===== config.mk =====
export PLATFORM = sky130hd
export DESIGN_NAME = pac_queue
export DESIGN_NICKNAME = d
export VERILOG_FILES = /design/src/assert_macros.svh /design/src/pac_queue.sv
export SDC_FILE = /design/constraint.sdc
export NUM_CORES = 1
export LEC_CHECK = 0
export ABC_AREA = 1
export BUFFER_PORTS_ARGS = -buffer_cell sky130_fd_sc_hd__buf_2
export CELL_PAD_IN_SITES_DETAIL_PLACEMENT = 1
export CELL_PAD_IN_SITES_GLOBAL_PLACEMENT = 2
export CORE_MARGIN = 2
export CORE_UTILIZATION = 35
export DETAILED_ROUTE_END_ITERATION = 10
export GPL_ROUTABILITY_DRIVEN = 0
export PLACE_DENSITY_LB_ADDON = 0.3
export SLEW_MARGIN = 10
export SYNTH_ARGS = -nofsm -noshare
export SYNTH_HDL_FRONTEND = slang
export SYNTH_SLANG_ARGS = --single-unit

===== constraint.sdc =====
create_clock -name i_clk -period 2.65 [get_ports i_clk]
set_clock_uncertainty 0.1 [all_clocks]
set_input_delay 0 -clock i_clk [delete_from_list [all_inputs] [get_ports i_clk]]
set_output_delay 0 -clock i_clk [all_outputs]
set_load 0.03 [all_outputs]

===== src/assert_macros.svh =====
// ----------------------------------------------------------------------------
// Assertion macros
// Concurrent assertion wrappers shared by the polygon area and centroid RTL.
// ----------------------------------------------------------------------------
`ifndef ASSERT_MACROS_SVH
`define ASSERT_MACROS_SVH
`ifndef SYNTHESIS
`define PAC_ASSERT_IMP(label, clk, rst_n, ante, cons) \
    label: assert property (@(posedge clk) disable iff (!rst_n) (ante) |-> (cons)) \
        else $error("pac assertion failed");
`define PAC_ASSERT_NEXT(label, clk, rst_n, ante, cons) \
    label: assert property (@(posedge clk) disable iff (!rst_n) (ante) |=> (cons)) \
        else $error("pac assertion failed");
`else
`define PAC_ASSERT_IMP(label, clk, rst_n, ante, cons)
`define PAC_ASSERT_NEXT(label, clk, rst_n, ante, cons)
`endif
`endif


===== src/pac_queue.sv =====
// ----------------------------------------------------------------------------
// pac_queue
// Small register queue that carries finished polygon sums to the back end.
// ----------------------------------------------------------------------------
module pac_queue #(
    parameter int W     = 8,
    parameter int DEPTH = 2
) (
    input  logic         i_clk,
    input  logic         i_rst_n,
    input  logic         i_push,
    input  logic [W-1:0] i_wdata,
    output logic         o_full,
    input  logic         i_pop,
    output logic [W-1:0] o_rdata,
    output logic         o_empty
);
    localparam int AW = (DEPTH > 1) ? $clog2(DEPTH) : 1;
    localparam int CW = $clog2(DEPTH + 1);

    logic [W-1:0]  r_mem [DEPTH];
    logic [AW-1:0] r_wr;
    logic [AW-1:0] r_rd;
    logic [CW-1:0] r_cnt;
    logic          w_push_ok;
    logic          w_pop_ok;

    assign o_full    = (r_cnt == CW'(DEPTH));
    assign o_empty   = (r_cnt == '0);
    assign w_push_ok = i_push && !o_full;
    assign w_pop_ok  = i_pop && !o_empty;
    assign o_rdata   = r_mem[r_rd];

    always_ff @(posedge i_clk) begin
        if (w_push_ok) begin
            r_mem[r_wr] <= i_wdata;
        end
    end

    always_ff @(posedge i_clk) begin
        if (!i_rst_n) begin
            r_wr  <= '0;
            r_rd  <= '0;
            r_cnt <= '0;
        end else begin
            if (w_push_ok) begin
                r_wr <= (r_wr == AW'(DEPTH - 1)) ? '0 : r_wr + 1'b1;
            end
            if (w_pop_ok) begin
                r_rd <= (r_rd == AW'(DEPTH - 1)) ? '0 : r_rd + 1'b1;
            end
            if (w_push_ok && !w_pop_ok) begin
                r_cnt <= r_cnt + 1'b1;
            end else if (w_pop_ok && !w_push_ok) begin
                r_cnt <= r_cnt - 1'b1;
            end
        end
    end
endmodule


==> flow_metrics.tcl <==
set metrics [dict create \
    p_comb_share_pct 37.4 \
    portBuffers 21 \
    ir_worst_vdd_mv 0.4605 \
    post-dp-hpwl_um 1108 \
    cts_max_level 1 \
    postSynthCellCount 63 \
    crit_type "flop to flop" \
    synth_top_area_cell "edfxtp_1" \
    area_delta_synth_final_pct 31.76 \
    cts_resized 0 \
    yosysMostFrequentCell "edfxtp_1" \
    max_freq_mhz 653.1 \
    dr.pass1.iters 4 \
    fin_crit_sh_pct 57.78 \
    worst_pin_slew_ns 0.6713 \
    hp-class "input port to flop" \
    rsz0062_at_grt "no" \
    synth-seq-cells 21 \
    start_kind "flop" \
    ios 22 \
    post-route-drc-count 0 \
    seq_area_um2 580.6 \
    clockPowerShare_pct 15.2 \
    p_switching_uw 361.9 \
    maxCapViolCount 0 \
    drive_above_1_share_pct 36.08 \
    p_seq_share_pct 47.5 \
    p_int_uw 606.5 \
    wl_per_cell_um 12.15 \
    grt.total_usage_pct 13.26 \
    fillers 254 \
    vias_per_cell 4.464 \
    multi_input_area_um2 203.9 \
    grt_pass1_wl_um 2490 \
    layout_setup_ws_ns 1.119 \
    cp.arrival_ns 1.67 \
    crit_path_end_kind "flop" \
    start_util_pct 37.22 \
    synth_top_family_by_area "multiplexers" \
    tritoncts "done" \
    status "finished, final reports clean" \
    ys_seq_area_share_pct 70.52 \
    grt-ovfl-total 0 \
    switching_share_pct 37.37 \
    yosys_warnings 0 \
    clk_path_buf_depth 2 \
    yosys.area_share.simple_pct 9.422 \
    die_area_um2 2756 \
    syn_nets 76 \
    syn_area_um2 823.3 \
    synth_xor_xnor_area_share_pct 0 \
    synth_top_cells_by_count "edfxtp_1 (16), nor2_1 (10), inv_1 (8), mux2_2 (8), nand2_1 (6)" \
    hold_viol_final 0 \
    synth.top_cell.area_share_pct 58.36 \
    grt_max_degree 12 \
    synth_edf_count 16 \
    setup_viol 0 \
    dp_cells 111 \
    wl_um 1519 \
    die_h_um 52.50 \
    power.density_nw_per_um2 892.7 \
    rows 17 \
    ys.flop_type "edfxtp_1" \
    relSlewSlack_pct 55.08 \
    setup_tns_ns 0 \
    finalCriticalPeriod_ns 1.531 \
    p_total_uw 968.4 \
    critPathMaxFanout 5 \
    dpl_worst_slack_ns 1.103 \
    vias 558 \
    grt_pass1_vias 589 \
    drv_slew 0 \
    drt_iter0_drc 3 \
    antenna_cells 0 \
    numClockSinks 21 \
    numCtsBuffers 3 \
    chipWidth_um 52.50 \
    coreArea_um2 2212 \
    insertion_delay_ns 0.29 \
    postSynthAreaPerCell_um2 13.07 \
    root_buffer "clkbuf_4" \
    ant_nets 0 \
    final_util_pct 49.04 \
    synthArstFlopShare_pct 0 \
    required_ns 2.79 \
    synth_cell_types 15 \
    synth_adder_area_share_pct 1.520 \
    synth_mux_area_share_pct 10.94 \
    synthTopCellsByArea "edfxtp_1 (58%), dfxtp_1 (12%), mux2_2 (11%)" \
    layoutNonFillerInstCount 125 \
    leakagePower_nw 0.4496 \
    synth-compound-area-share_pct 2.888 \
    num-nets-final 111 \
    antenna_found_initial 0 \
    clk_pin_slew_worst_paths_ns 0.11 \
]
==> worst paths after layout <==
kind	to	start	cells past startpoint	slack, ns
worst max-delay path	r_cnt[1]	r_cnt[0]	9	1.12
worst min-delay path	flop	i_pop	6	0.01
worst max register to register	r_cnt[1]	r_cnt[0]	9	1.12
worst min register to register	flop	r_rd	2	0.43
==> cell type report <==
cell class,instances,share of cell area [%]
sequential,21,53.52
timing repair buffer,31,18.92
tap,28,3.230
multi-input combinational,32,18.80
inverter,9,3.114
clock buffer,4,2.422
==> power groups by stage <==
stage               clock, mW  sequential (mW)  combinational, mW
floorplan                   0            0.448              0.279
global placement            0            0.466              0.346
detailed placement          0            0.469              0.353
CTS                     0.150            0.462              0.366
global route            0.171            0.469              0.397
finish                  0.147            0.460              0.362
==> placed cells by master (no fill, tap or decap), drive strengths merged <==
master / netlist / layout
a21oi: 1 / 1
buf: 1 / 21
clkbuf: 0 / 4
dfxtp: 5 / 5
dlygate4sd3: 0 / 10
edfxtp: 16 / 16
ha: 1 / 1
inv: 9 / 9
mux2: 8 / 8
nand2: 6 / 6
nand3: 1 / 1
nand4: 1 / 1
nor2: 11 / 11
o21ai: 3 / 3
==> critical path, cell delays in order (launching register included) <==
cell     delay, ns
dfxtp_1       0.43
nor2_1        0.10
nor2_2        0.13
inv_1         0.06
ha_1          0.32
inv_1         0.09
nand3_1       0.08
nand2_1       0.06
inv_1         0.04
nor2_1        0.08
==> registers in the layout, indices dropped and copies added, names as in the netlist, named ones only <==
name / flops
r_rd: 1
r_cnt: 2
r_wr: 1
r_mem: 16
==> stage by stage <==
stage	hold slack, ns	cell area, µm²
after floorplan	-0.001131	823.3
after global placement	0.09179	958.4
after detailed placement	0.09407	958.4
after CTS	0.01725	1085
after global routing	0.06159	1085
final	0.01086	1085
==> cell families after synthesis <==
kind of cell	after synthesis
AND/OR/NAND/NOR	19
AO/OA/AOI/OAI	4
adder cells (fa/ha/maj)	1
flip-flops	21
multiplexers	8
buffers and inverters	10
==> metal layers <==
metal	part of all wire (%)	GRT usage, %	routed length, µm	up-vias
met5	0	0	0	-
met4	1.6	7.692	25	0
met2	53	23.13	798	14
met3	4.9	3.714	74	2
met1	41	14.10	621	260
li1	-	-	-	282
==> what timing repair did <==
| action | 4_1_cts | 5_1_grt |
|---|---|---|
| buffers inserted | 0 | 0 |
| endpoints found under the hold margin | 21 | 0 |
| hold buffers | 10 | 0 |
| endpoints found under the setup margin | 0 | 0 |
Power figures use the tool's default switching activity.
