## src/assert_macros.svh

```systemverilog
// ----------------------------------------------------------------------------
// Assertion macros
// Concurrent assertion wrappers shared by the polygon area and centroid RTL.
// ----------------------------------------------------------------------------
`ifndef ASSERT_MACROS_SVH
`define ASSERT_MACROS_SVH
`ifndef SYNTHESIS
`define PAC_ASSERT_IMP(label, clk, rst_n, ante, cons) \
    label: assert property (@(posedge clk) disable iff (!rst_n) (ante) |-> (cons)) \
        else $error("pac assertion failed");
`define PAC_ASSERT_NEXT(label, clk, rst_n, ante, cons) \
    label: assert property (@(posedge clk) disable iff (!rst_n) (ante) |=> (cons)) \
        else $error("pac assertion failed");
`else
`define PAC_ASSERT_IMP(label, clk, rst_n, ante, cons)
`define PAC_ASSERT_NEXT(label, clk, rst_n, ante, cons)
`endif
`endif

```

## src/pac_pkg.sv

```systemverilog
// ----------------------------------------------------------------------------
// pac_pkg
// Shared constants, codes and types of the polygon area and centroid block.
// ----------------------------------------------------------------------------
package pac_pkg;

    localparam int MAX_CORNERS_DEF = 8;

    localparam int XY_W    = 16;
    localparam int AREA_W  = 24;
    localparam int FRAC_W  = 16;
    localparam int COUNT_W = 4;
    localparam int ERR_W   = 2;
    localparam int CS_W    = 16;

    localparam int APB_AW = 3;
    localparam int APB_DW = 32;

    localparam int QUEUE_DEPTH = 2;

    localparam int QUO_W = FRAC_W + 1;
    localparam int QCNT_W = $clog2(QUO_W);

    localparam int CENT_NEG_LIM = 2 ** (XY_W - 1);
    localparam int CENT_POS_LIM = 2 ** (XY_W - 1) - 1;

    localparam logic [CS_W-1:0] CELL_SIZE_RST = CS_W'(4096);
    localparam logic [APB_AW-3:0] REG_IDX_CELL_SIZE = '0;

    localparam logic [ERR_W-1:0] ERR_NONE      = ERR_W'(0);
    localparam logic [ERR_W-1:0] ERR_ZERO_AREA = ERR_W'(1);
    localparam logic [ERR_W-1:0] ERR_TOO_MANY  = ERR_W'(2);

    typedef struct packed {
        logic             done;
        logic             ovf;
        logic [QUO_W-1:0] quo;
    } t_div_rsp;

endpackage

```

## src/pac_div.sv

```systemverilog
// ----------------------------------------------------------------------------
// pac_div
// Restoring divider with a saturation check, one quotient bit per cycle.
// ----------------------------------------------------------------------------
module pac_div #(
    parameter int WW = 64
) (
    input  logic                  i_clk,
    input  logic                  i_rst_n,
    input  logic                  i_start,
    input  logic [WW-1:0]         i_num,
    input  logic [WW-1:0]         i_den,
    output pac_pkg::t_div_rsp     o_rsp
);
    import pac_pkg::*;

    typedef enum logic [2:0] {
        D_IDLE  = 3'b001,
        D_CHECK = 3'b010,
        D_STEP  = 3'b100
    } t_dstate;

    t_dstate r_state, n_state;
    logic [QCNT_W-1:0] r_cnt, n_cnt;
    logic r_done, n_done;
    logic r_ovf, n_ovf;
    logic [WW-1:0] r_rem, n_rem, r_den, n_den, r_div, n_div;
    logic [QUO_W-1:0] r_q, n_q;

    assign o_rsp.done = r_done;
    assign o_rsp.ovf  = r_ovf;
    assign o_rsp.quo  = r_q;

    always_comb begin
        n_state = r_state;
        n_cnt   = r_cnt;
        n_done  = 1'b0;
        n_ovf   = r_ovf;
        n_rem   = r_rem;
        n_den   = r_den;
        n_div   = r_div;
        n_q     = r_q;
        case (r_state)
            D_IDLE: begin
                if (i_start) begin
                    n_rem   = i_num;
                    n_den   = i_den;
                    n_state = D_CHECK;
                end
            end
            D_CHECK: begin
                n_ovf = (r_rem >> QUO_W) >= r_den;
                n_div = r_den << (QUO_W - 1);
                n_q   = '0;
                n_cnt = '0;
                if (n_ovf) begin
                    n_done  = 1'b1;
                    n_state = D_IDLE;
                end else begin
                    n_state = D_STEP;
                end
            end
            D_STEP: begin
                if (r_rem >= r_div) begin
                    n_rem = r_rem - r_div;
                    n_q   = {r_q[QUO_W-2:0], 1'b1};
                end else begin
                    n_q   = {r_q[QUO_W-2:0], 1'b0};
                end
                n_div = r_div >> 1;
                n_cnt = r_cnt + 1'b1;
                if (r_cnt == QCNT_W'(QUO_W - 1)) begin
                    n_done  = 1'b1;
                    n_state = D_IDLE;
                end
            end
            default: begin
                n_state = D_IDLE;
            end
        endcase
    end

    always_ff @(posedge i_clk) begin
        if (!i_rst_n) begin
            r_state <= D_IDLE;
            r_cnt   <= '0;
            r_done  <= 1'b0;
        end else begin
            r_state <= n_state;
            r_cnt   <= n_cnt;
            r_done  <= n_done;
        end
    end

    always_ff @(posedge i_clk) begin
        r_ovf <= n_ovf;
        r_rem <= n_rem;
        r_den <= n_den;
        r_div <= n_div;
        r_q   <= n_q;
    end
endmodule

```

## config.mk

```make
export PLATFORM = sky130hd
export DESIGN_NAME = pac_div
export DESIGN_NICKNAME = d
export VERILOG_FILES = /design/src/assert_macros.svh /design/src/pac_pkg.sv /design/src/pac_div.sv
export SDC_FILE = /design/constraint.sdc
export NUM_CORES = 1
export LEC_CHECK = 0
export BUFFER_PORTS_ARGS = -buffer_cell sky130_fd_sc_hd__buf_2
export CAP_MARGIN = 20
export CORE_MARGIN = 8
export CORE_UTILIZATION = 50
export CTS_BUF_LIST = sky130_fd_sc_hd__clkbuf_16
export DETAILED_ROUTE_END_ITERATION = 8
export PLACE_DENSITY = 0.72
export SLEW_MARGIN = 20
export SYNTH_ARGS = -nofsm -noshare
export SYNTH_HDL_FRONTEND = slang
export SYNTH_SLANG_ARGS = --single-unit
export TNS_END_PERCENT = 1
```

## constraint.sdc

```tcl
create_clock -name i_clk -period 4.53 [get_ports i_clk]
set_clock_uncertainty 0.1 [all_clocks]
set_input_delay 0.453 -clock i_clk [delete_from_list [all_inputs] [get_ports i_clk]]
set_output_delay 0.453 -clock i_clk [all_outputs]
set_load 0.05 [all_outputs]
```

==> results.sh <==
export IMPL_status="complete, no violations"
export IMPL_num_fill_cells=2299
export IMPL_synthSimpleGateAreaFrac_pct=13.5
export IMPL_dr_pass1_iters=5
export IMPL_critPathCaptureType="register"
export IMPL_grt_max_degree=89
export IMPL_synth_distinct_cells=76
export IMPL_io_buffer_count=149
export IMPL_place_gp_congestion=0.923
export IMPL_fin_util_pct=59.3
export IMPL_synth_area_um2=13500
export IMPL_io_pins=150
export IMPL_cp_max_fo=48
export IMPL_die_width_um=180
export IMPL_rsz0062_at_grt="false"
export IMPL_wl_um=33600
export IMPL_core_um2=26700
export IMPL_power_switching_mw=1.51
export IMPL_start_kind="register"
export IMPL_dieHeight_um=180
export IMPL_grt_pass1_vias=10842
export IMPL_synth_compound_area_share_pct=17.6
export IMPL_antenna_found_initial=0
export IMPL_min_period_ps=3840
export IMPL_numCtsBuffers=25
export IMPL_yosys_top_cells_count="210 x edfxtp_1, 179 x nand2_1, 141 x o21ai_0"
export IMPL_dieArea_um2=32500
export IMPL_crit_path_end="r_rem[32]"
export IMPL_seq_power_share_pct=45.3
export IMPL_slew_headroom_pct=35.7
export IMPL_ir_drop_v=0.000265
export IMPL_synth_edff_count=210
export IMPL_yosys_top_cells_area="edfxtp_1 47%, ha_1 10%, o21ai_0 5.2%"
export IMPL_p_clk_share_pct=35.3
export IMPL_syn_inst=1370
export IMPL_criticalPathCategory="register to register"
export IMPL_antennaDiodeCount=0
export IMPL_finalSetupViolCount=0
export IMPL_synth_most_common_cell="edfxtp_1"
export IMPL_synth_seq_cells=219
export IMPL_yosys_area_top_type="edfxtp_1"
export IMPL_synth_xor_area_share_pct=3.96
export IMPL_wl_per_cell_um=17.5
export IMPL_synth_top_family_by_area="compound AO/OA/AOI/OAI gates"
export IMPL_grt_usage_pct=20.2
export IMPL_reg2reg_depth=12
export IMPL_synthMuxAreaShare_pct=0.167
export IMPL_cts_tree="built"
export IMPL_hold_path_class="primary input to register"
export IMPL_worst_ep_required_time_ps=4590
export IMPL_insertion_delay_ps=540
export IMPL_final_antenna_net_count=0
export IMPL_finalHoldViolations=0
export IMPL_power_density_nw_per_um2=338
export IMPL_holdWs_ps=80.3
export IMPL_synthAdderAreaFrac_pct=10.6
export IMPL_avgSynthCellArea_um2=9.84
export IMPL_drtIter0Drc=737
export IMPL_drc=0
export IMPL_cap_violations=0
export IMPL_multiInputGateArea_um2=6220
export IMPL_synth_nets=1615
export IMPL_crit_arrival_ps=3900
export IMPL_worst_slew_pin_slew_ps=961
export IMPL_p_int_mw=3.85
export IMPL_grt_pass1_wl_um=54500
export IMPL_drive_above_1_share_pct=14.1
export IMPL_fin_nets=1807
export IMPL_period_share_pct=84.7
export IMPL_dp_final_hpwl_um=24200
export IMPL_via_per_inst=5.57
export IMPL_worst_path_max_delay_cell="buf_4"
export IMPL_reg2reg_from="r_rem[17]"
export IMPL_cp_startpoint="r_rem[17]"
export IMPL_areaGrowthSynthToFinish_pct=17.6
export IMPL_synthArstFlopShare_pct=0
export IMPL_reg2reg_setup_slack_ps=690
export IMPL_netSwitchingFraction_pct=28.1
export IMPL_clock_sinks=219
export IMPL_ys_warn_count=0
export IMPL_vias=10705
export IMPL_pwr_share_comb_pct=19.4
export IMPL_cts_root_buffer="clkbuf_16"
export IMPL_ys_seq_area_share_pct=48.1
export IMPL_worst_path_most_repeated_cell="nand2_1"
export IMPL_drv_slew=0
export IMPL_grt_overflow=0
export IMPL_yosys_area_top_type_share_pct=46.8
export IMPL_fmax_ghz=0.261
export IMPL_p_leak_nw=6.83
export IMPL_htreeDepth=1
export IMPL_register_area_um2=6490
export IMPL_row_count=60
export IMPL_clk_pin_slew_ps=60
export IMPL_initial_utilization_pct=50.4
export IMPL_cpPeakStageDelay_ps=610
export IMPL_synth_flop_cell="edfxtp_1"
export IMPL_rr_endpoint="r_rem[32]"
export IMPL_crit_chain="ha_1 > nand2_1 > nor3_1 > o221ai_2 > nand2_2 > a31oi_4 > o21ai_1 > a31oi_1 > o41ai_1 > nand2_1 > nand3b_1 > buf_4"
export IMPL_clk_path_buf_depth=3
## per-stage QoR
| step | instance area, um^2 | instances | total power, mW | setup TNS [ps] | worst slack, ps |
|---|---|---|---|---|---|
| floorplan | 13500 | 1370 | 3.17 | -935 | -14.6 |
| global placement | 14500 | 1812 | 3.43 | 0 | 930 |
| detailed placement | 14500 | 1812 | 3.45 | 0 | 787 |
| CTS | 15900 | 1921 | 5.39 | 0 | 778 |
| global route | 15900 | 1921 | 5.60 | 0 | 461 |
| finish | 15900 | 1921 | 5.36 | 0 | 691 |
## cells by family after synthesis
family | after synthesis
AOI/OAI and AO/OA | 381
xor gates and xnor gates | 61
adders and majority gates | 114
buffers and inverters | 197
DFF | 219
muxes | 2
and+or+nand+nor | 396
## worst max-delay path: cells and delay by family (launching register included)
kind,cells,cell delay (ps)
DFF,1,400
adders and majority gates,1,420
AOI/OAI and AO/OA,5,910
buffers and inverters,1,610
and+or+nand+nor,5,990
## power by group through the flow
stage / Sequential (mW) / Combinational (mW) / Clock [mW]
final: 2.43 / 1.04 / 1.89
after global routing: 2.44 / 1.16 / 2.00
after CTS: 2.43 / 1.03 / 1.93
after detailed placement: 2.47 / 0.981 / 0
after global placement: 2.47 / 0.965 / 0
after floorplan: 2.47 / 0.704 / 0
## worst min path at each step
stage	cells past startpoint	to	slack [ps]	start
after CTS	2	r_state[1]	60	i_start
after detailed placement	1	r_cnt[4]	340	r_cnt[4]
final	2	r_state[1]	80	i_start
after global routing	3	r_rem[42]	90	i_num[42]
after global placement	1	r_cnt[4]	330	r_cnt[4]
after floorplan	1	r_cnt[4]	310	r_cnt[4]
## flip-flops by register name, indices dropped and copies added (netlist names)
| name | flops |
|---|---|
| r_state | 3 |
| r_q | 17 |
| r_rem | 64 |
| r_ovf | 1 |
| r_den | 64 |
| r_done | 1 |
| r_div | 64 |
| r_cnt | 5 |
## per-layer routing
metal	track usage (%)	routed length (um)
met4	5.92	793
met3	2.98	2010
met5	0	0
met1	26.4	15000
met2	34.1	15700
## layout by cell type (no fill, tap or decap), types with 11 or more instances in the layout
master,Yosys,layout
ha_1,113,113
o21a_1,11,11
a21oi_1,99,98
clkbuf_16,0,25
o21ai_0,141,140
nand2_1,179,179
o21ai_1,12,13
nor3_1,17,17
nand4_1,28,28
dlygate4sd3_1,2,64
nor2_1,75,75
a21o_1,39,39
xor2_1,25,25
nand3_1,22,22
a211oi_1,12,12
buf_2,7,149
xnor2_1,36,36
and3_1,22,22
edfxtp_1,210,210
inv_1,140,146
## area by class of cell
cell class,count,share of cell area (%)
clock inverter,20,0.789
sequential,219,40.9
clock buffer,25,3.94
multi-input combinational,954,39.2
inverter,140,3.31
timing repair buffer,222,9.17
tap,341,2.69
## timing repair
item,CTS,global route
hold endpoints to repair,64,0
gates resized for setup,0,0
setup buffers,0,0
endpoints found under the setup margin,0,0
hold buffers,64,0
No activity file was read; power rests on OpenSTA's default activity.
