--- src/assert_macros.svh ---
// ----------------------------------------------------------------------------
// Assertion macros
// Concurrent assertion wrappers shared by the polygon area and centroid RTL.
// ----------------------------------------------------------------------------
`ifndef ASSERT_MACROS_SVH
`define ASSERT_MACROS_SVH
`ifndef SYNTHESIS
`define PAC_ASSERT_IMP(label, clk, rst_n, ante, cons) \
    label: assert property (@(posedge clk) disable iff (!rst_n) (ante) |-> (cons)) \
        else $error("pac assertion failed");
`define PAC_ASSERT_NEXT(label, clk, rst_n, ante, cons) \
    label: assert property (@(posedge clk) disable iff (!rst_n) (ante) |=> (cons)) \
        else $error("pac assertion failed");
`else
`define PAC_ASSERT_IMP(label, clk, rst_n, ante, cons)
`define PAC_ASSERT_NEXT(label, clk, rst_n, ante, cons)
`endif
`endif

--- src/pac_pkg.sv ---
// ----------------------------------------------------------------------------
// pac_pkg
// Shared constants, codes and types of the polygon area and centroid block.
// ----------------------------------------------------------------------------
package pac_pkg;

    localparam int MAX_CORNERS_DEF = 8;

    localparam int XY_W    = 16;
    localparam int AREA_W  = 24;
    localparam int FRAC_W  = 16;
    localparam int COUNT_W = 4;
    localparam int ERR_W   = 2;
    localparam int CS_W    = 16;

    localparam int APB_AW = 3;
    localparam int APB_DW = 32;

    localparam int QUEUE_DEPTH = 2;

    localparam int QUO_W = FRAC_W + 1;
    localparam int QCNT_W = $clog2(QUO_W);

    localparam int CENT_NEG_LIM = 2 ** (XY_W - 1);
    localparam int CENT_POS_LIM = 2 ** (XY_W - 1) - 1;

    localparam logic [CS_W-1:0] CELL_SIZE_RST = CS_W'(4096);
    localparam logic [APB_AW-3:0] REG_IDX_CELL_SIZE = '0;

    localparam logic [ERR_W-1:0] ERR_NONE      = ERR_W'(0);
    localparam logic [ERR_W-1:0] ERR_ZERO_AREA = ERR_W'(1);
    localparam logic [ERR_W-1:0] ERR_TOO_MANY  = ERR_W'(2);

    typedef struct packed {
        logic             done;
        logic             ovf;
        logic [QUO_W-1:0] quo;
    } t_div_rsp;

endpackage

--- src/pac_if.sv ---
// ----------------------------------------------------------------------------
// pac_if
// Valid/ready channels for polygon vertices and polygon results.
// ----------------------------------------------------------------------------
interface pac_vtx_if;
    import pac_pkg::*;

    logic                   valid;
    logic                   ready;
    logic signed [XY_W-1:0] vertex_x;
    logic signed [XY_W-1:0] vertex_y;
    logic                   last_vertex;

    modport source (output valid, vertex_x, vertex_y, last_vertex, input ready);
    modport sink   (input valid, vertex_x, vertex_y, last_vertex, output ready);
endinterface


--- src/pac_front.sv ---
// ----------------------------------------------------------------------------
// pac_front
// Vertex intake: keeps the first and previous vertex and accumulates the
// shoelace cross terms and centroid moments, one edge at a time.
// ----------------------------------------------------------------------------
module pac_front #(
    parameter int MAX_CORNERS = 8,
    parameter int A2W         = 37,
    parameter int MW          = 52,
    parameter int SW          = 4
) (
    input  logic                  i_clk,
    input  logic                  i_rst_n,
    pac_vtx_if.sink               i_vertex,
    output logic                  o_push,
    input  logic                  i_full,
    output logic signed [A2W-1:0] o_a2,
    output logic signed [MW-1:0]  o_mx,
    output logic signed [MW-1:0]  o_my,
    output logic [SW-1:0]         o_seen
);
    import pac_pkg::*;

    localparam int PW   = 2 * XY_W;
    localparam int CW   = PW + 1;
    localparam int SUMW = XY_W + 1;
    localparam int EW   = SUMW + CW;

    typedef enum logic [6:0] {
        F_IDLE  = 7'b0000001,
        F_P1    = 7'b0000010,
        F_C     = 7'b0000100,
        F_MX    = 7'b0001000,
        F_MY    = 7'b0010000,
        F_CLOSE = 7'b0100000,
        F_PUSH  = 7'b1000000
    } t_fstate;

    t_fstate r_state, n_state;
    logic [SW-1:0] r_seen, n_seen;
    logic r_last, n_last;
    logic r_closing, n_closing;
    logic signed [A2W-1:0] r_a2, n_a2;
    logic signed [MW-1:0] r_mx, n_mx, r_my, n_my;
    logic signed [XY_W-1:0] r_first_x, n_first_x, r_first_y, n_first_y;
    logic signed [XY_W-1:0] r_prev_x, n_prev_x, r_prev_y, n_prev_y;
    logic signed [XY_W-1:0] r_x0, n_x0, r_y0, n_y0, r_x1, n_x1, r_y1, n_y1;
    logic signed [PW-1:0] r_p, n_p;
    logic signed [CW-1:0] r_c, n_c;
    logic signed [SUMW-1:0] w_msum;
    logic signed [EW-1:0] w_mom;

    assign i_vertex.ready = (r_state == F_IDLE);
    assign o_push = (r_state == F_PUSH) && !i_full;
    assign o_a2   = r_a2;
    assign o_mx   = r_mx;
    assign o_my   = r_my;
    assign o_seen = r_seen;

    assign w_msum = (r_state == F_MY) ? SUMW'(r_y0) + SUMW'(r_y1)
                                      : SUMW'(r_x0) + SUMW'(r_x1);
    assign w_mom  = EW'(w_msum) * EW'(r_c);

    always_comb begin
        n_state   = r_state;
        n_seen    = r_seen;
        n_last    = r_last;
        n_closing = r_closing;
        n_a2      = r_a2;
        n_mx      = r_mx;
        n_my      = r_my;
        n_first_x = r_first_x;
        n_first_y = r_first_y;
        n_prev_x  = r_prev_x;
        n_prev_y  = r_prev_y;
        n_x0      = r_x0;
        n_y0      = r_y0;
        n_x1      = r_x1;
        n_y1      = r_y1;
        n_p       = r_p;
        n_c       = r_c;
        case (r_state)
            F_IDLE: begin
                if (i_vertex.valid) begin
                    if (r_seen < SW'(MAX_CORNERS)) begin
                        if (r_seen == '0) begin
                            n_first_x = i_vertex.vertex_x;
                            n_first_y = i_vertex.vertex_y;
                        end
                        n_prev_x = i_vertex.vertex_x;
                        n_prev_y = i_vertex.vertex_y;
                    end
                    if (r_seen <= SW'(MAX_CORNERS)) begin
                        n_seen = r_seen + 1'b1;
                    end
                    n_last = i_vertex.last_vertex;
                    if (r_seen != '0 && r_seen < SW'(MAX_CORNERS)) begin
                        n_x0    = r_prev_x;
                        n_y0    = r_prev_y;
                        n_x1    = i_vertex.vertex_x;
                        n_y1    = i_vertex.vertex_y;
                        n_state = F_P1;
                    end else if (i_vertex.last_vertex) begin
                        n_state = F_CLOSE;
                    end
                end
            end
            F_P1: begin
                n_p     = PW'(r_x0) * PW'(r_y1);
                n_state = F_C;
            end
            F_C: begin
                n_c     = CW'(r_p) - CW'(r_x1) * CW'(r_y0);
                n_state = F_MX;
            end
            F_MX: begin
                n_a2    = r_a2 + A2W'(r_c);
                n_mx    = r_mx + MW'(w_mom);
                n_state = F_MY;
            end
            F_MY: begin
                n_my = r_my + MW'(w_mom);
                if (r_closing) begin
                    n_state = F_PUSH;
                end else if (r_last) begin
                    n_state = F_CLOSE;
                end else begin
                    n_state = F_IDLE;
                end
            end
            F_CLOSE: begin
                n_x0      = r_prev_x;
                n_y0      = r_prev_y;
                n_x1      = r_first_x;
                n_y1      = r_first_y;
                n_closing = 1'b1;
                n_state   = F_P1;
            end
            F_PUSH: begin
                if (!i_full) begin
                    n_seen    = '0;
                    n_last    = 1'b0;
                    n_closing = 1'b0;
                    n_a2      = '0;
                    n_mx      = '0;
                    n_my      = '0;
                    n_state   = F_IDLE;
                end
            end
            default: begin
                n_state = F_IDLE;
            end
        endcase
    end

    always_ff @(posedge i_clk) begin
        if (!i_rst_n) begin
            r_state   <= F_IDLE;
            r_seen    <= '0;
            r_last    <= 1'b0;
            r_closing <= 1'b0;
            r_a2      <= '0;
            r_mx      <= '0;
            r_my      <= '0;
        end else begin
            r_state   <= n_state;
            r_seen    <= n_seen;
            r_last    <= n_last;
            r_closing <= n_closing;
            r_a2      <= n_a2;
            r_mx      <= n_mx;
            r_my      <= n_my;
        end
    end

    always_ff @(posedge i_clk) begin
        r_first_x <= n_first_x;
        r_first_y <= n_first_y;
        r_prev_x  <= n_prev_x;
        r_prev_y  <= n_prev_y;
        r_x0      <= n_x0;
        r_y0      <= n_y0;
        r_x1      <= n_x1;
        r_y1      <= n_y1;
        r_p       <= n_p;
        r_c       <= n_c;
    end
endmodule

--- src/flat_wrapper.sv ---
// flat-port wrapper written by rule: the top's interface ports become plain ports
module pac_front_flat import pac_pkg::*;
#(
    parameter int MAX_CORNERS = 8,
    parameter int A2W         = 37,
    parameter int MW          = 52,
    parameter int SW          = 4
)
  (i_clk, i_rst_n, o_push, i_full, o_a2, o_mx, o_my, o_seen, i_vertex_valid, i_vertex_vertex_x, i_vertex_vertex_y, i_vertex_last_vertex, i_vertex_ready);
  pac_vtx_if i_vertex_i ();
  input  logic i_clk;
  input  logic i_rst_n;
  output logic o_push;
  input  logic i_full;
  output logic signed [A2W-1:0] o_a2;
  output logic signed [MW-1:0] o_mx;
  output logic signed [MW-1:0] o_my;
  output logic [SW-1:0] o_seen;
  input wire logic [$bits(i_vertex_i.valid)-1:0] i_vertex_valid;
  input wire logic [$bits(i_vertex_i.vertex_x)-1:0] i_vertex_vertex_x;
  input wire logic [$bits(i_vertex_i.vertex_y)-1:0] i_vertex_vertex_y;
  input wire logic [$bits(i_vertex_i.last_vertex)-1:0] i_vertex_last_vertex;
  output wire logic [$bits(i_vertex_i.ready)-1:0] i_vertex_ready;
  assign i_vertex_i.valid = i_vertex_valid;
  assign i_vertex_i.vertex_x = i_vertex_vertex_x;
  assign i_vertex_i.vertex_y = i_vertex_vertex_y;
  assign i_vertex_i.last_vertex = i_vertex_last_vertex;
  assign i_vertex_ready = i_vertex_i.ready;
  pac_front #(.MAX_CORNERS(MAX_CORNERS), .A2W(A2W), .MW(MW), .SW(SW)) u_core (.i_clk(i_clk), .i_rst_n(i_rst_n), .i_vertex(i_vertex_i), .o_push(o_push), .i_full(i_full), .o_a2(o_a2), .o_mx(o_mx), .o_my(o_my), .o_seen(o_seen));
endmodule
--- config.mk ---
export PLATFORM = sky130hd
export DESIGN_NAME = pac_front_flat
export DESIGN_NICKNAME = d
export VERILOG_FILES = /design/src/assert_macros.svh /design/src/pac_pkg.sv /design/src/pac_if.sv /design/src/pac_front.sv /design/src/flat_wrapper.sv
export SDC_FILE = /design/constraint.sdc
export NUM_CORES = 2
export LEC_CHECK = 0
export BUFFER_PORTS_ARGS = -buffer_cell sky130_fd_sc_hd__buf_4
export CELL_PAD_IN_SITES_DETAIL_PLACEMENT = 1
export CELL_PAD_IN_SITES_GLOBAL_PLACEMENT = 2
export CORE_MARGIN = 1.5
export CORE_UTILIZATION = 42
export CTS_CLUSTER_SIZE = 24
export DETAILED_ROUTE_END_ITERATION = 10
export GPL_TIMING_DRIVEN = 0
export PLACE_DENSITY_LB_ADDON = 0.12
export SYNTH_ARGS = -nofsm -noshare
export SYNTH_HDL_FRONTEND = slang
export SYNTH_SLANG_ARGS = --single-unit
--- constraint.sdc ---
create_clock -name i_clk -period 12.9 [get_ports i_clk]
set_input_delay 0.645 -clock i_clk [delete_from_list [all_inputs] [get_ports i_clk]]
set_output_delay 0.645 -clock i_clk [all_outputs]
set_load 0.05 [all_outputs]
==> reports/qor.yml <==
outcome:
  status: "completed"
placement:
  placed_area_um2: 64400
  gp_congestion: 0.902
  io_buffer_count: 182
  dpl.hpwl_mm: 177
  dp.cells: 8533
cts:
  cts.htree.levels: 2
  cts_max_path_buffers: 3
  root_buffer: "clkbuf_16"
  cts_inserted_buffers: 46
  clock-sinks: 347
  holdBufCountCts: 0
  cts_tree: "built"
  worstSkewPairLatency_ns: 0.67
  clk_pin_slew_ns: 0.06
sta:
  maxSlewHeadroom: 0.276
  setup_viol: 0
  holdWs_ns: 0.212
  worstMarginPinSlew_ns: 1.08
  hold_violations: 0
  drv_slew: 0
  fin_crit_ns: 12.29
  finClkSkew_ns: 0.0618
  max_freq_mhz: 81.3
  finalCritPeriodShare: 0.953
setup_path:
  worstPathMaxFanout: 10
  rr_worst_depth: 42
  path_class: "register to register"
  r2r_start: "u_core.r_state[6]"
  reg2reg_to: "u_core.o_mx[49]"
  slowest_stage: "a21oi_2"
  crit_top_cell: "fa_1"
  worstPathArrival_ns: 12.82
  rrSetupSlack_ns: 0.61
  cp-end-kind: "register"
  critPathMaxStageDelay_ns: 0.73
  required_ns: 13.43
  crit_start: "u_core.r_state[6]"
  startpoint_type: "register"
  critPathCapture: "u_core.o_mx[49]"
grt:
  grt_antenna_before_repair: 17
  grt_pass1_vias: 51400
  grtUsageTotal: 0.296
  grt_overflow: 0
  grt_pass1_wl_mm: 323
  grt_max_degree: 36
drt:
  drtAntennaViolNets: 0
  firstDrtPassIters: 7
  drc_errors: 0
  drt-wirelength-per-cell_um: 24.5
  wl_mm: 212
  drtIter0Drc: 2421
  vias: 46200
  vias_per_cell: 5.36
logic_synthesis:
  synth.avg_cell_area_um2: 9.37
  synthFlopType: "edfxtp_1"
  ys.warnings.count: 0
  netlist_area_um2: 60400
  syn_nets: 8060
  syn_inst: 6445
  synth_cell_types: 91
  ys_ff_latch: 347
  ys_seq_area_frac: 0.147
  synth_edf_count: 193
  async_flop_share: 0
floorplan:
  io_pins: 184
  initial_core_util: 0.425
  rows: 138
  dieWidth_um: 382
  coreArea_um2: 142000
  die_h_um: 382
  design.die.area_um2: 146000
min_path:
  min_path_type: "input port to register"
layout:
  drive_above_1_share: 0.0615
  final_cells: 8630
  finalNetCount: 8314
  final_area_um2: 66200
  area_growth_pct: 9.67
  utilization: 0.466
flow_run:
  maxCapViolations: 0
[registers in the layout (all words and copies together) (netlist names), 32 cells and up]
name and count:
u_core.o_a2 37, u_core.o_mx 52, u_core.r_c 33, u_core.o_my 52, u_core.r_p 32
[cells in the final DEF, fill, tap and decap left out, drive strengths merged, types with 31 or more instances in the layout]
cell type	instances
nand2	736
inv	1255
o21a	35
o211ai	36
nor2	164
nor2b	138
a21o	141
mux2	32
buf	222
nand2b	53
edfxtp	193
nand3	107
nor3	31
xnor2	188
ha	470
a21oi	255
and2	426
and3	36
a22oi	36
fa	1108
o21ai	214
clkbuf	274
xor2	94
dfxtp	154
o21bai	43
[repair_timing]
| item | 4_1_cts | 5_1_grt |
|---|---|---|
| setup buffers | 4 | 9 |
| endpoints found under the setup margin | 43 | 22 |
| resized for setup | 43 | 37 |
| pin swaps | 1 | 3 |
[worst max-delay path, delay by kind of cell (launching register included)]
family,cells,cell delay (ns)
AOI/OAI and AO/OA,15,4.28
DFF,1,0.37
xor gates and xnor gates,2,0.38
buffers and inverters,8,1.63
adders and majority gates,8,3.75
and+or+nand+nor,9,1.68
[per-layer routing]
layer / share of wire / routed length [um] / vias up / GRT usage
met5: 0.00013 / 27 / - / 0
met4: 0.045 / 9490 / 4 / 0.115
met3: 0.039 / 8330 / 286 / 0.0266
met2: 0.50 / 105000 / 1018 / 0.516
met1: 0.42 / 88800 / 24100 / 0.379
li1: - / - / 20800 / -
[area by class of cell]
cell class                      count  area, um^2
Multi-Input combinational cell   4622       46200
Inverter                         1251        4700
Clock buffer                       65        1280
Timing Repair Buffer              211        1680
Tap cell                         1890        2360
Sequential cell                   347        8880
Buffer                            220         885
Fill cell                       16300       75900
Clock inverter                     18         203
Antenna cell                        6        15.0
[Yosys cell counts (all sizes together), types with 16 or more instances]
cell type,count,share of area
inv,1251,0.078
fa,1108,0.37
nand2,736,0.046
ha,470,0.097
and2,426,0.044
a21oi,255,0.022
clkbuf,216,0.013
o21ai,214,0.018
edfxtp,193,0.096
xnor2,188,0.027
nor2,164,0.010
dfxtp,154,0.051
a21o,141,0.018
nor2b,138,0.014
nand3,107,0.0089
xor2,94,0.014
nand2b,53,0.0055
o21bai,43,0.0053
a22oi,36,0.0045
and3,36,0.0038
o211ai,36,0.0046
o21a,35,0.0044
mux2,32,0.0060
nor3,31,0.0026
a21boi,26,0.0033
nand4,21,0.0022
a211oi,20,0.0026
o211a,19,0.0031
a31oi,17,0.0019
or3,16,0.0017
[worst min-delay path by stage]
| stage | endpoint | cells after the start | from | slack [ns] |
|---|---|---|---|---|
| global route | u_core.r_first_x[11] | 1 | i_vertex_vertex_x[11] | 0.19 |
| global placement | u_core.r_y0[10] | 0 | u_core.r_prev_y[10] | 0.40 |
| floorplan | u_core.r_x0[0] | 0 | u_core.r_prev_x[0] | 0.40 |
| finish | u_core.r_first_x[11] | 1 | i_vertex_vertex_x[11] | 0.21 |
| detailed placement | u_core.r_x0[2] | 0 | u_core.r_prev_x[2] | 0.41 |
| CTS | u_core.r_first_x[11] | 1 | i_vertex_vertex_x[11] | 0.17 |
[metrics by stage]
step / TNS (ns) / worst slack [ns]
6_report: 0 / 0.607
5_1_grt: -0.0261 / -0.0261
4_1_cts: 0 / 0.0349
3_5_place_dp: -30.45 / -1.69
3_3_place_gp: -68.68 / -2.43
2_1_floorplan: 0 / 2.32
[cells by family (layout without fill, tap and decap cells)]
logic type,count (synthesis),in the layout,synth area share
XOR/XNOR,282,282,0.0409
AND/OR/NAND/NOR,1778,1778,0.145
AO/OA/AOI/OAI,944,944,0.103
flip-flops,347,347,0.147
buffers and inverters,1476,1765,0.0920
other,0,6,0
adder cells (fa/ha/maj),1578,1578,0.465
multiplexers,40,40,0.00750
Power is left out: the tool's default activity adds up to more than one toggle a clock period on the data nets, which glitch-free logic cannot reach.
